--- src/rtl/adx_pkg.sv ---
package adx_pkg;

	localparam int PRICE_BITS = 24;
	localparam int FRAC_BITS  = 16;

	localparam int ALPHA_W  = 16;
	localparam int THR_W    = 24;
	localparam int MAXPOS_W = 10;
	localparam int ADX_W    = 24;
	localparam int POS_W    = 11;
	localparam int BAL_W    = 48;
	localparam int ACT_W    = 2;

	localparam int CFG_IDX_W  = 2;
	localparam int CFG_DATA_W = 24;

	// internal widths
	localparam int TRQ_W     = PRICE_BITS + FRAC_BITS;       // ATR, Q.F
	localparam int DI_W      = 2 * FRAC_BITS;                // DI, Q16.16
	localparam int MUL_A_W   = TRQ_W + 1;
	localparam int MUL_B_W   = PRICE_BITS;
	localparam int MUL_P_W   = MUL_A_W + MUL_B_W + 1;
	localparam int DIV_NUM_W = PRICE_BITS + 2 * FRAC_BITS;
	localparam int DIV_DEN_W = TRQ_W;
	localparam int HUND_W    = DI_W + 7;                     // mag * 100

	localparam logic [ALPHA_W-1:0]         ALPHA_RST     = 16'd8738;
	localparam logic signed [THR_W-1:0]    THRESHOLD_RST = 24'sd1638400;
	localparam logic [MAXPOS_W-1:0]        MAXPOS_RST    = 10'd5;

	localparam logic signed [BAL_W-1:0] BAL_MAX = {1'b0, {(BAL_W-1){1'b1}}};
	localparam logic signed [BAL_W-1:0] BAL_MIN = {1'b1, {(BAL_W-1){1'b0}}};

	typedef enum logic [ACT_W-1:0] {
		ACT_NONE = 2'd0,
		ACT_BUY  = 2'd1,
		ACT_SELL = 2'd2
	} action_t;

	typedef enum logic [CFG_IDX_W-1:0] {
		REG_ALPHA     = 2'd0,
		REG_THRESHOLD = 2'd1,
		REG_MAX_POS   = 2'd2
	} cfg_reg_t;

	typedef enum logic [2:0] {
		S_IDLE,
		S_PREP,
		S_MUL_RUN,
		S_DIV_RUN,
		S_APPLY,
		S_DX,
		S_DECIDE,
		S_SQUARE
	} state_t;

	typedef enum logic [2:0] {
		PH_ATR,
		PH_DIP,
		PH_DIM,
		PH_ADX,
		PH_SQ
	} phase_t;

	// saturating balance add; addend magnitude stays far below 2^47
	function automatic logic signed [BAL_W-1:0] sat_bal(
		input logic signed [BAL_W-1:0] bal,
		input logic signed [BAL_W:0]   addend
	);
		logic signed [BAL_W:0] sum;
		sum = $signed({bal[BAL_W-1], bal}) + addend;
		if (sum[BAL_W] != sum[BAL_W-1]) begin
			sat_bal = sum[BAL_W] ? BAL_MIN : BAL_MAX;
		end else begin
			sat_bal = sum[BAL_W-1:0];
		end
	endfunction

endpackage

--- src/rtl/adx_indicator_position_trader_unit.sv ---
// ADX position trader. One price bar in, one result out. The block keeps
// EMA-smoothed ATR, DI+, DI- and ADX, trades one unit at the close and squares
// off on the last bar. Products and quotients come from one bit-serial divider
// and one bit-serial multiplier. A later bar needs three divisions and up to
// five multiplications; a first-day bar needs only the square-off product,
// and that only when it is also a last bar. Only one bar is worked on at a
// time; the result register frees the input side while the previous result
// waits to be taken.
module adx_indicator_position_trader_unit (
	input  logic        clk,
	input  logic        arst_n,
	// bar_high, bar_low, bar_prev_close, bar_close (24 bits each, lowest first)
	input  logic [95:0] s_axis_tdata,
	input  logic        s_axis_tuser,   // first_day
	input  logic        s_axis_tlast,   // last_day
	input  logic        s_axis_tvalid,
	output logic        s_axis_tready,
	// adx_value[23:0], trade_action[25:24], position_units[36:26],
	// cash_balance[84:37], zero pad
	output logic [87:0] m_axis_tdata,
	output logic        m_axis_tvalid,
	input  logic        m_axis_tready,
	input  logic        cfg_valid,
	output logic        cfg_ready,
	input  logic [adx_pkg::CFG_IDX_W-1:0]  cfg_index,
	input  logic [adx_pkg::CFG_DATA_W-1:0] cfg_data
);

	localparam int P  = adx_pkg::PRICE_BITS;
	localparam int F  = adx_pkg::FRAC_BITS;
	localparam int AW = adx_pkg::MUL_A_W;
	localparam int BW = adx_pkg::MUL_B_W;
	localparam int PW = adx_pkg::MUL_P_W;
	localparam int NW = adx_pkg::DIV_NUM_W;
	localparam int DW = adx_pkg::DIV_DEN_W;
	localparam int TW = adx_pkg::TRQ_W;
	localparam int IW = adx_pkg::DI_W;
	localparam int XW = adx_pkg::ADX_W;
	localparam int HW = adx_pkg::HUND_W;
	localparam int BLW = adx_pkg::BAL_W;
	localparam int QW = adx_pkg::POS_W;

	adx_pkg::state_t state_q, state_d;
	adx_pkg::phase_t phase_q, phase_d;

	// configuration
	logic [adx_pkg::ALPHA_W-1:0]        alpha_q;
	logic signed [adx_pkg::THR_W-1:0]   thr_q;
	logic [adx_pkg::MAXPOS_W-1:0]       maxpos_q;

	// bar being worked on
	logic [P-1:0] hi_q, lo_q, pc_q, cl_q;
	logic         first_q, last_q;
	logic [P-1:0] dmp_q, dmm_q;
	logic         neg_q;

	// indicator and account state
	logic [TW-1:0]          atr_q;
	logic [IW-1:0]          dip_q, dim_q;
	logic signed [XW-1:0]   adx_q;
	logic [P-1:0]           last_high_q, last_low_q;
	logic signed [QW-1:0]   held_q;
	logic signed [BLW-1:0]  bal_q;
	adx_pkg::action_t       action_q;

	logic signed [AW-1:0]   rnd_q;

	// result register
	logic                   out_valid_q;
	logic signed [XW-1:0]   out_adx_q;
	adx_pkg::action_t       out_action_q;
	logic signed [QW-1:0]   out_pos_q;
	logic signed [BLW-1:0]  out_bal_q;

	// arithmetic units
	logic                   mul_start, mul_done;
	logic signed [AW-1:0]   mul_a;
	logic [BW-1:0]          mul_b;
	logic signed [PW-1:0]   mul_prod;
	logic                   div_start, div_done;
	logic [NW-1:0]          div_num, div_quot;
	logic [DW-1:0]          div_den;

	logic in_fire;
	assign in_fire       = s_axis_tvalid && s_axis_tready;
	assign s_axis_tready = (state_q == adx_pkg::S_IDLE);
	assign cfg_ready     = 1'b1;

	// true range and directional moves
	logic signed [P:0] ra, rb, rc, tr_ab, tr_max;
	logic [P-1:0]      tr_val;
	logic [TW-1:0]     tr_q;
	logic [P-1:0]      dmp_w, dmm_w;

	always_comb begin
		ra     = $signed({1'b0, hi_q}) - $signed({1'b0, lo_q});
		rb     = $signed({1'b0, hi_q}) - $signed({1'b0, pc_q});
		rc     = $signed({1'b0, lo_q}) - $signed({1'b0, pc_q});
		tr_ab  = (ra > rb) ? ra : rb;
		tr_max = (rc > tr_ab) ? rc : tr_ab;
		tr_val = tr_max[P] ? '0 : tr_max[P-1:0];
		tr_q   = {tr_val, {F{1'b0}}};
		dmp_w  = (hi_q > last_high_q) ? hi_q - last_high_q : '0;
		dmm_w  = (lo_q > last_low_q) ? lo_q - last_low_q : '0;
	end

	// EMA terms
	logic signed [TW:0]    atr_diff;
	logic [IW-1:0]         di_x;
	logic signed [IW:0]    dip_diff, dim_diff;
	logic signed [XW-1:0]  dx;
	logic signed [XW:0]    adx_diff;
	logic signed [PW-1:0]  rounded;
	logic [TW-1:0]         atr_new;
	logic [IW:0]           di_sum;
	logic signed [IW:0]    di_diff;
	logic [IW-1:0]         di_mag;
	logic [HW-1:0]         di_mag100;

	always_comb begin
		atr_diff  = $signed({1'b0, tr_q}) - $signed({1'b0, atr_q});
		di_x      = (div_quot[NW-1:IW] != '0) ? {IW{1'b1}} : div_quot[IW-1:0];
		dip_diff  = $signed({1'b0, di_x}) - $signed({1'b0, dip_q});
		dim_diff  = $signed({1'b0, di_x}) - $signed({1'b0, dim_q});
		dx        = neg_q ? -$signed(div_quot[XW-1:0]) : $signed(div_quot[XW-1:0]);
		adx_diff  = $signed({dx[XW-1], dx}) - $signed({adx_q[XW-1], adx_q});
		// round half up, then drop the fraction
		rounded   = mul_prod + PW'(1 << (F - 1));
		atr_new   = atr_q + rnd_q[TW-1:0];
		di_sum    = {1'b0, dip_q} + {1'b0, dim_q};
		di_diff   = $signed({1'b0, dip_q}) - $signed({1'b0, dim_q});
		di_mag    = di_diff[IW] ? IW'(-di_diff) : di_diff[IW-1:0];
		di_mag100 = {di_mag, 6'b0} + {1'b0, di_mag, 5'b0} + {5'b0, di_mag, 2'b0};
	end

	logic signed [QW-1:0] maxpos_s;
	logic                 buy, sell;
	logic signed [BLW:0]  cl_add;

	always_comb begin
		maxpos_s = $signed({1'b0, maxpos_q});
		buy      = (adx_q > thr_q) && (held_q < maxpos_s);
		sell     = (adx_q < thr_q) && (held_q > -maxpos_s);
		cl_add   = $signed({{(BLW+1-P){1'b0}}, cl_q});
	end

	adx_serial_mul #(.A_W(AW), .B_W(BW)) u_mul (
		.clk    (clk),
		.arst_n (arst_n),
		.start  (mul_start),
		.a      (mul_a),
		.b      (mul_b),
		.done   (mul_done),
		.prod   (mul_prod)
	);

	adx_serial_div #(.NUM_W(NW), .DEN_W(DW)) u_div (
		.clk    (clk),
		.arst_n (arst_n),
		.start  (div_start),
		.num    (div_num),
		.den    (div_den),
		.done   (div_done),
		.quot   (div_quot)
	);

	always_ff @(posedge clk or negedge arst_n) begin
		if (!arst_n) begin
			state_q <= adx_pkg::S_IDLE;
			phase_q <= adx_pkg::PH_ATR;
		end else begin
			state_q <= state_d;
			phase_q <= phase_d;
		end
	end

	always_comb begin
		state_d   = state_q;
		phase_d   = phase_q;
		mul_start = 1'b0;
		mul_a     = AW'(atr_diff);
		mul_b     = BW'(alpha_q);
		div_start = 1'b0;
		div_num   = {dmp_q, {IW{1'b0}}};
		div_den   = atr_new;
		unique case (state_q)
			adx_pkg::S_IDLE: begin
				if (in_fire) begin
					state_d = adx_pkg::S_PREP;
				end
			end
			adx_pkg::S_PREP: begin
				if (first_q) begin
					state_d = adx_pkg::S_SQUARE;
				end else begin
					mul_start = 1'b1;
					phase_d   = adx_pkg::PH_ATR;
					state_d   = adx_pkg::S_MUL_RUN;
				end
			end
			adx_pkg::S_MUL_RUN: begin
				if (mul_done) begin
					state_d = adx_pkg::S_APPLY;
				end
			end
			adx_pkg::S_APPLY: begin
				unique case (phase_q)
					adx_pkg::PH_ATR: begin
						if (atr_new == '0) begin
							state_d = adx_pkg::S_SQUARE;
						end else begin
							div_start = 1'b1;
							phase_d   = adx_pkg::PH_DIP;
							state_d   = adx_pkg::S_DIV_RUN;
						end
					end
					adx_pkg::PH_DIP: begin
						div_start = 1'b1;
						div_num   = {dmm_q, {IW{1'b0}}};
						div_den   = atr_q;
						phase_d   = adx_pkg::PH_DIM;
						state_d   = adx_pkg::S_DIV_RUN;
					end
					adx_pkg::PH_DIM: state_d = adx_pkg::S_DX;
					adx_pkg::PH_ADX: state_d = adx_pkg::S_DECIDE;
					default:         state_d = adx_pkg::S_IDLE;  // square-off done
				endcase
				if (phase_q == adx_pkg::PH_SQ || phase_q == adx_pkg::PH_ADX) begin
					if (phase_q == adx_pkg::PH_SQ) begin
						state_d = (out_valid_q && !m_axis_tready) ? adx_pkg::S_APPLY
						                                           : adx_pkg::S_IDLE;
					end
				end
			end
			adx_pkg::S_DX: begin
				if (di_sum == '0) begin
					state_d = adx_pkg::S_SQUARE;
				end else begin
					div_start = 1'b1;
					div_num   = NW'({di_mag100, {F{1'b0}}});
					div_den   = DW'(di_sum);
					phase_d   = adx_pkg::PH_ADX;
					state_d   = adx_pkg::S_DIV_RUN;
				end
			end
			adx_pkg::S_DIV_RUN: begin
				if (div_done) begin
					mul_start = 1'b1;
					state_d   = adx_pkg::S_MUL_RUN;
					case (phase_q)
						adx_pkg::PH_DIP: mul_a = AW'(dip_diff);
						adx_pkg::PH_DIM: mul_a = AW'(dim_diff);
						default:         mul_a = AW'(adx_diff);
					endcase
				end
			end
			adx_pkg::S_DECIDE: state_d = adx_pkg::S_SQUARE;
			adx_pkg::S_SQUARE: begin
				if (last_q) begin
					mul_start = 1'b1;
					mul_a     = AW'(held_q);
					mul_b     = BW'(cl_q);
					phase_d   = adx_pkg::PH_SQ;
					state_d   = adx_pkg::S_MUL_RUN;
				end else begin
					phase_d = adx_pkg::PH_SQ;
					state_d = adx_pkg::S_APPLY;
				end
			end
			default: state_d = adx_pkg::S_IDLE;
		endcase
	end

	// result is loaded when the square-off step ends and the register is free
	logic out_load;
	assign out_load = (state_q == adx_pkg::S_APPLY) && (phase_q == adx_pkg::PH_SQ)
	                  && (!out_valid_q || m_axis_tready);

	always_ff @(posedge clk or negedge arst_n) begin
		if (!arst_n) begin
			alpha_q     <= adx_pkg::ALPHA_RST;
			thr_q       <= adx_pkg::THRESHOLD_RST;
			maxpos_q    <= adx_pkg::MAXPOS_RST;
			atr_q       <= '0;
			dip_q       <= '0;
			dim_q       <= '0;
			adx_q       <= '0;
			last_high_q <= '0;
			last_low_q  <= '0;
			held_q      <= '0;
			bal_q       <= '0;
			out_valid_q <= 1'b0;
		end else begin
			if (cfg_valid && cfg_ready) begin
				unique case (cfg_index)
					adx_pkg::REG_ALPHA:     alpha_q  <= cfg_data[adx_pkg::ALPHA_W-1:0];
					adx_pkg::REG_THRESHOLD: thr_q    <= $signed(cfg_data[adx_pkg::THR_W-1:0]);
					adx_pkg::REG_MAX_POS:   maxpos_q <= cfg_data[adx_pkg::MAXPOS_W-1:0];
					default: ;
				endcase
			end
			if (out_load) begin
				out_valid_q <= 1'b1;
			end else if (m_axis_tready) begin
				out_valid_q <= 1'b0;
			end
			case (state_q)
				adx_pkg::S_PREP: begin
					last_high_q <= hi_q;
					last_low_q  <= lo_q;
					if (first_q) begin
						atr_q <= tr_q;
						dip_q <= '0;
						dim_q <= '0;
					end
				end
				adx_pkg::S_APPLY: begin
					case (phase_q)
						adx_pkg::PH_ATR: begin
							atr_q <= atr_new;
							if (atr_new == '0) begin
								adx_q <= '0;
							end
						end
						adx_pkg::PH_DIP: dip_q <= dip_q + rnd_q[IW-1:0];
						adx_pkg::PH_DIM: dim_q <= dim_q + rnd_q[IW-1:0];
						adx_pkg::PH_ADX: adx_q <= adx_q + rnd_q[XW-1:0];
						default: ;
					endcase
				end
				adx_pkg::S_DX: begin
					if (di_sum == '0) begin
						adx_q <= '0;
					end
				end
				adx_pkg::S_DECIDE: begin
					if (buy) begin
						held_q <= held_q + QW'(1);
						bal_q  <= adx_pkg::sat_bal(bal_q, -cl_add);
					end else if (sell) begin
						held_q <= held_q - QW'(1);
						bal_q  <= adx_pkg::sat_bal(bal_q, cl_add);
					end
				end
				default: ;
			endcase
			// square-off on a last bar, applied once when the product is ready
			if (state_q == adx_pkg::S_MUL_RUN && phase_q == adx_pkg::PH_SQ && mul_done) begin
				bal_q  <= adx_pkg::sat_bal(bal_q, mul_prod[BLW:0]);
				held_q <= '0;
			end
		end
	end

	always_ff @(posedge clk) begin
		if (in_fire) begin
			hi_q     <= s_axis_tdata[P-1:0];
			lo_q     <= s_axis_tdata[2*P-1:P];
			pc_q     <= s_axis_tdata[3*P-1:2*P];
			cl_q     <= s_axis_tdata[4*P-1:3*P];
			first_q  <= s_axis_tuser;
			last_q   <= s_axis_tlast;
			action_q <= adx_pkg::ACT_NONE;
		end
		if (state_q == adx_pkg::S_PREP) begin
			dmp_q <= dmp_w;
			dmm_q <= dmm_w;
		end
		if (state_q == adx_pkg::S_DX) begin
			neg_q <= di_diff[IW];
		end
		if (state_q == adx_pkg::S_DECIDE) begin
			if (buy) begin
				action_q <= adx_pkg::ACT_BUY;
			end else if (sell) begin
				action_q <= adx_pkg::ACT_SELL;
			end
		end
		if (mul_done) begin
			rnd_q <= rounded[F+AW-1:F];
		end
		if (out_load) begin
			out_adx_q    <= adx_q;
			out_action_q <= action_q;
			out_pos_q    <= held_q;
			out_bal_q    <= bal_q;
		end
	end

	assign m_axis_tvalid = out_valid_q;
	assign m_axis_tdata  = {3'b000, out_bal_q, out_pos_q, out_action_q, out_adx_q};

endmodule

--- src/rtl/adx_serial_div.sv ---
module adx_serial_div #(
	parameter int NUM_W = adx_pkg::DIV_NUM_W,
	parameter int DEN_W = adx_pkg::DIV_DEN_W
) (
	input  logic             clk,
	input  logic             arst_n,
	input  logic             start,
	input  logic [NUM_W-1:0] num,
	input  logic [DEN_W-1:0] den,
	output logic             done,
	output logic [NUM_W-1:0] quot
);

	localparam int CNT_W = $clog2(NUM_W + 1);

	logic             run_q;
	logic             done_q;
	logic [CNT_W-1:0] cnt_q;
	logic [DEN_W-1:0] rem_q;
	logic [NUM_W-1:0] quo_q;
	logic [DEN_W-1:0] den_q;

	logic [DEN_W:0] trial;
	logic [DEN_W:0] trial_sub;
	logic           ge;

	// restoring division, one quotient bit per cycle
	assign trial     = {rem_q, quo_q[NUM_W-1]};
	assign trial_sub = trial - {1'b0, den_q};
	assign ge        = trial >= {1'b0, den_q};

	always_ff @(posedge clk or negedge arst_n) begin
		if (!arst_n) begin
			run_q  <= 1'b0;
			done_q <= 1'b0;
			cnt_q  <= '0;
		end else begin
			done_q <= 1'b0;
			if (start) begin
				run_q <= 1'b1;
				cnt_q <= CNT_W'(NUM_W);
			end else if (run_q) begin
				cnt_q <= cnt_q - 1'b1;
				if (cnt_q == CNT_W'(1)) begin
					run_q  <= 1'b0;
					done_q <= 1'b1;
				end
			end
		end
	end

	always_ff @(posedge clk) begin
		if (start) begin
			rem_q <= '0;
			quo_q <= num;
			den_q <= den;
		end else if (run_q) begin
			rem_q <= ge ? trial_sub[DEN_W-1:0] : trial[DEN_W-1:0];
			quo_q <= {quo_q[NUM_W-2:0], ge};
		end
	end

	assign done = done_q;
	assign quot = quo_q;

endmodule

--- src/rtl/adx_serial_mul.sv ---
module adx_serial_mul #(
	parameter int A_W = adx_pkg::MUL_A_W,
	parameter int B_W = adx_pkg::MUL_B_W
) (
	input  logic                       clk,
	input  logic                       arst_n,
	input  logic                       start,
	input  logic signed [A_W-1:0]      a,
	input  logic [B_W-1:0]             b,
	output logic                       done,
	output logic signed [A_W+B_W:0]    prod
);

	localparam int CNT_W = $clog2(B_W + 1);

	logic                   run_q;
	logic                   done_q;
	logic [CNT_W-1:0]       cnt_q;
	logic signed [A_W-1:0]  a_q;
	logic [B_W-1:0]         b_q;
	logic signed [A_W:0]    hi_q;
	logic [B_W-1:0]         lo_q;

	logic signed [A_W:0] psum;

	// shift-add, multiplier bits taken LSB first, partial product shifts right
	assign psum = hi_q + (b_q[0] ? (A_W+1)'(a_q) : '0);

	always_ff @(posedge clk or negedge arst_n) begin
		if (!arst_n) begin
			run_q  <= 1'b0;
			done_q <= 1'b0;
			cnt_q  <= '0;
		end else begin
			done_q <= 1'b0;
			if (start) begin
				run_q <= 1'b1;
				cnt_q <= CNT_W'(B_W);
			end else if (run_q) begin
				cnt_q <= cnt_q - 1'b1;
				if (cnt_q == CNT_W'(1)) begin
					run_q  <= 1'b0;
					done_q <= 1'b1;
				end
			end
		end
	end

	always_ff @(posedge clk) begin
		if (start) begin
			a_q  <= a;
			b_q  <= b;
			hi_q <= '0;
			lo_q <= '0;
		end else if (run_q) begin
			b_q  <= {1'b0, b_q[B_W-1:1]};
			hi_q <= {psum[A_W], psum[A_W:1]};
			lo_q <= {psum[0], lo_q[B_W-1:1]};
		end
	end

	assign done = done_q;
	assign prod = {hi_q, lo_q};

endmodule

--- config.mk ---
export PLATFORM = sky130hd
export DESIGN_NAME = adx_indicator_position_trader_unit
export DESIGN_NICKNAME = d
export VERILOG_FILES = /design/src/rtl/adx_pkg.sv /design/src/rtl/adx_indicator_position_trader_unit.sv /design/src/rtl/adx_serial_div.sv /design/src/rtl/adx_serial_mul.sv
export SDC_FILE = /design/constraint.sdc
export NUM_CORES = 2
export LEC_CHECK = 0
export BUFFER_PORTS_ARGS = -buffer_cell sky130_fd_sc_hd__buf_4
export CORE_MARGIN = 2
export CORE_UTILIZATION = 35
export CTS_BUF_LIST = sky130_fd_sc_hd__clkbuf_4
export CTS_CLUSTER_SIZE = 10
export DETAILED_ROUTE_END_ITERATION = 10
export SETUP_SLACK_MARGIN = 0.2
export SYNTH_ARGS = -nofsm -noshare
export SYNTH_HDL_FRONTEND = slang
export SYNTH_HIERARCHICAL = 1
export SYNTH_SLANG_ARGS = --single-unit
--- constraint.sdc ---
create_clock -name clk -period 23.6 [get_ports clk]
set_input_delay 2.36 -clock clk [delete_from_list [all_inputs] [get_ports clk]]
set_output_delay 2.36 -clock clk [all_outputs]
set_load 0.01 [all_outputs]
Word-level counts from Yosys, hierarchy flattened

Cells that the tools add are included.

Shift-type cells: 0
Divide/modulo/power cells: 0
Multipliers: 0
Multiplexer cells: 97
Order comparisons: 9
Reduce and logical (&&, ||, !) cells: 36
Bitwise logic cells: 0
Equality and inequality tests: 32
Add/sub/neg operators: 31

Operator list:

| operator                                                         | number |
|---|---|
| 48-bit 2-to-1 mux                                                | 10 |
| 56-bit 2-to-1 mux                                                | 4 |
| 40-bit 2-to-1 mux                                                | 5 |
| 24-bit 2-to-1 mux                                                | 8 |
| 41-bit one-hot mux with 2 select lines                           | 2 |
| 32-bit 2-to-1 mux                                                | 5 |
| 40-bit one-hot mux with 2 select lines                           | 2 |
| 32-bit one-hot mux with 2 select lines                           | 2 |
| 56-bit one-hot mux with 2 select lines                           | 1 |
| 24-bit by 24-bit subtractor with 25-bit output                   | 4 |
| 32-bit by 32-bit subtractor with 33-bit output                   | 3 |
| 48-bit by 49-bit adder with 49-bit output                        | 2 |
| 24-bit one-hot mux with 2 select lines                           | 2 |
| 41-bit 2-to-1 mux                                                | 2 |
| 24-bit > comparator                                              | 3 |
| 32-bit adder                                                     | 2 |
| 56-bit by 17-bit adder with 56-bit output, second input constant | 1 |
| 25-bit > comparator                                              | 2 |
| 25-bit 2-to-1 mux                                                | 2 |
| 48-bit by 25-bit adder with 49-bit output                        | 1 |
| 24-bit negation with 49-bit output                               | 1 |
| 24-bit subtractor                                                | 2 |
| 11-bit 2-to-1 mux                                                | 4 |
| 42-bit adder                                                     | 1 |
| 57 further kinds                                                 | 134 |

Bits in read-only memories: 0
Logic and storage cells: 247
Output and inout port bits: 91
Memory bits (writable): 0
Register bits after elaboration: 847
Latch bits: 0
Memories kept: 0
Bits of input ports: 129

Depth between registers and ports, before layout

Depth in word-level cells: 9
Mapped depth: 53
Depth with buffers taken out: 49

Modules after synthesis

The synthesis kept the hierarchy.

Modules (own cells, without submodules):

| module                             | cells each | times used | sequential area each (um^2) | area an instance (um^2) |
|---|---|---|---|---|
| adx_indicator_position_trader_unit | 6669       | 1          | 15526.1                     | 56419.1 |
| adx_serial_div                     | 806        | 1          | 3883.7                      | 8259.2 |
| adx_serial_mul                     | 709        | 1          | 3428.3                      | 7226.9 |

Worst setup path after synthesis

Ideal clock, no wire load.

Path type: reg2reg
Start point: reg hi_q[0] (netlist name)
End point: reg u_mul.a_q[38], data pin
Path buffers: 5
Arrival time: 10.268 ns
Setup time: 0.279 ns
Setup slack: 13.054 ns
Cell stages (with the launch flop): 53
Period minus slack after synthesis: 10.546 ns
Data required time: 23.321 ns
Cells stage by stage: edfxtp_1 > inv_1 > ha_1 > inv_1 > fa_1 > a211oi_1 > o21ai_0 > a221oi_1 > a21oi_1 > nand3_1 > nand2_1 > a21o_1 > a21oi_1 > xnor2_1 > ha_1 > nand4_1 > nor2_1 > o21ai_0 > (+17 left out) > clkbuf_1 > a311o_1 > clkbuf_1 > clkbuf_1 > and2_1 > ha_1 > nor4bb_1 > a2111oi_0 > o31ai_1 > a31oi_1 > o21a_1 > o21ai_0 > a311oi_1 > o21bai_1 > a21o_1 > a31oi_1 > xor2_1 > o21ai_0

RTL lines:

| what                   | RTL line             | text |
|---|---|---|
| end signal: assignment | adx_serial_mul.sv:51 | `a_q <= a;` |
| end: declaration       | adx_serial_mul.sv:19 | `logic signed [A_W-1:0] a_q;` |

==> flow_summary.yaml <==
timing:
  maxSlewViolCount: 1
  setup_viol: 0
  final.setup_skew_ns: 0.0833
  worst_pin_slew_ns: 1.50
  whs_ns: 0.458
  grt_setup_unrepaired: "false"
  tns_ns: 0
  max_freq_mhz: 79.3
  hold_violations: 0
  final.period_utilization: 0.534
  relSlewSlack: -0.0119
  period_minus_slack_ns: 12.61
cells_and_area:
  fillCellCount: 20700
  syn_to_final_growth_pct: 10.9
  multiInputGateArea_um2: 45900
  layout.nets: 9306
  ff_latch_area_um2: 22800
  drive_gt1_frac: 0.113
route:
  dr_wl_met2_um: 116000
  m1WireLength_um: 114000
  vias_per_cell: 5.76
  vias: 65200
  first_iter_violations: 6051
  firstDrtPassIters: 8
  drtAntennaViolNets: 0
  drc_errors: 0
  wire_per_inst_um: 22.9
  routed.top_layer: "met5"
  dr_wl_met3_um: 20200
  wirelength_um: 259000
worst_setup_path:
  crit_path_end: "u_mul/a_q[40]"
  critPathArrivalTime_ns: 13.69
  crit_cells: 48
  crit_family: "compound AO/OA/AOI/OAI gates"
  startpoint_type: "register"
  crit_slowest_cell: "or4b_2"
  r2r_slack_ns: 10.99
  end_kind: "register"
  reg2regPathDepth: 48
  crit_required_ns: 24.68
  r2r-end: "u_mul/a_q[40]"
  r2r-start: "hi_q[0]"
  criticalPathCategory: "register to register"
  critPathMaxStageDelay_ns: 0.62
  worst-path-max-fanout: 27
  cp_common_cell: "o21ai_0"
  startpoint: "hi_q[0]"
  path_buf_inv: 6
status:
  failed_checks: "max-capacitance violations, max-slew violations"
  outcome: "finished, violations left"
die:
  die_h_um: 457
  core_region_area_um2: 204000
  die_area_um2: 209000
  start_util: 0.352
  io_pins: 220
  die_w_um: 457
  row_count: 166
clock_network:
  htree_num_levels: 4
  tritoncts: "built"
  cts_buffer_depth: 3
  clk_latency_ns: 1.37
  cts_resized: 0
  cts_root_buf: "clkbuf_4"
  cts_hold_buffers: 0
  numCtsBuffers: 241
  cts_setup_buffers: 0
  clk_pin_slew_worst_paths_ns: 0.07
  cts_sinks: 847
synthesis:
  synth_warnings: 6
  synthCells: 8183
  syn_area_um2: 71900
  avgSynthCellArea_um2: 8.79
global_routing:
  antenna_found_initial: 26
  grt_use_total: 0.241
  grt_max_degree: 108
  grt_pass1_vias: 63000
  overflow: 0
  grt_pass1_wl_um: 390000
place:
  port_buffers: 215
  post-dp-hpwl_um: 202000
  place_congestion: 1.01
worst_hold_path:
  hp-class: "register to register"
flow_run:
  drv_cap: 1
layout make-up:
| class | instances | area share |
|---|---|---|
| Clock buffer | 370 | 0.0348 |
| Antenna cell | 8 | 0.000251 |
| Sequential cell | 847 | 0.287 |
| Multi-Input combinational cell | 6478 | 0.576 |
| Tap cell | 2688 | 0.0422 |
| Clock inverter | 88 | 0.00604 |
| Inverter | 550 | 0.0259 |
| Timing Repair Buffer | 297 | 0.0282 |
through the flow:
stage                     worst slack (ns)  std cells  area (µm²)  utilization
after floorplan                      13.05       8203       72000            -
after global placement               11.30      10900       76400        0.374
after detailed placement             11.25      10900       76400        0.374
after CTS                            11.21      11300       79700        0.390
after global routing                  9.80      11300       79700        0.390
final                                10.99      11300       79700        0.390
cells in the final DEF (no fill, tap or decap), types with 68 or more instances in the layout:
cell type and n:
a211oi_1 82, a21o_1 260, a21oi_1 628, a31oi_1 74, and2_1 91, and3_1 73, buf_4 295, clkbuf_4 370
clkinv_1 72, dfrtp_1 295, dfxtp_1 107, edfxtp_1 433, ha_1 714, inv_1 541, mux2_2 151, mux2i_1 86
nand2_1 670, nand2b_1 119, nand3_1 178, nand4_1 95, nor2_1 575, nor2b_1 93, nor3_1 158, o211ai_1 68
o21a_1 83, o21ai_0 541, o21bai_1 87, o31ai_1 70, or3_1 87, xnor2_1 371, xor2_1 218
per-layer routing:
metal,GRT usage,vias to the layer above
met3,0.0452,476
met2,0.383,2443
met4,0.0841,16
met5,0,-
met1,0.326,31600
li1,-,30700
worst register-to-register path, delay by kind of cell, from the launching register on:
family,cells,cell delay (ns)
fa+ha+maj,5,1.47
simple gates,9,2.32
xor+xnor,1,0.14
flops,1,0.36
compound gates,27,7.05
buf+inv,6,1.03
flip-flops by register name, indices dropped and copies added, names as in the netlist, 32 cells and up:
name / count
u_mul/hi_q: 41
atr_q: 40
bal_q: 48
u_div/rem_q: 40
out_bal_q: 48
rnd_q: 40
u_mul/a_q: 41
dim_q: 32
dip_q: 32
u_div/quot: 56
u_div/den_q: 40
worst min-delay path by stage:
stage / start / to / slack, ns / depth (start not counted)
CTS: action_q[0] / out_action_q[0] / 0.44 / 0
floorplan: action_q[1] / out_action_q[1] / 0.41 / 0
finish: u_mul/hi_q[36] / u_mul/hi_q[36] / 0.46 / 2
global placement: action_q[1] / out_action_q[1] / 0.42 / 0
detailed placement: action_q[1] / out_action_q[1] / 0.43 / 0
global route: action_q[0] / out_action_q[0] / 0.46 / 0
Power is left out: the tool's default activity adds up to more than one toggle a clock period on the data nets, which glitch-free logic cannot reach.
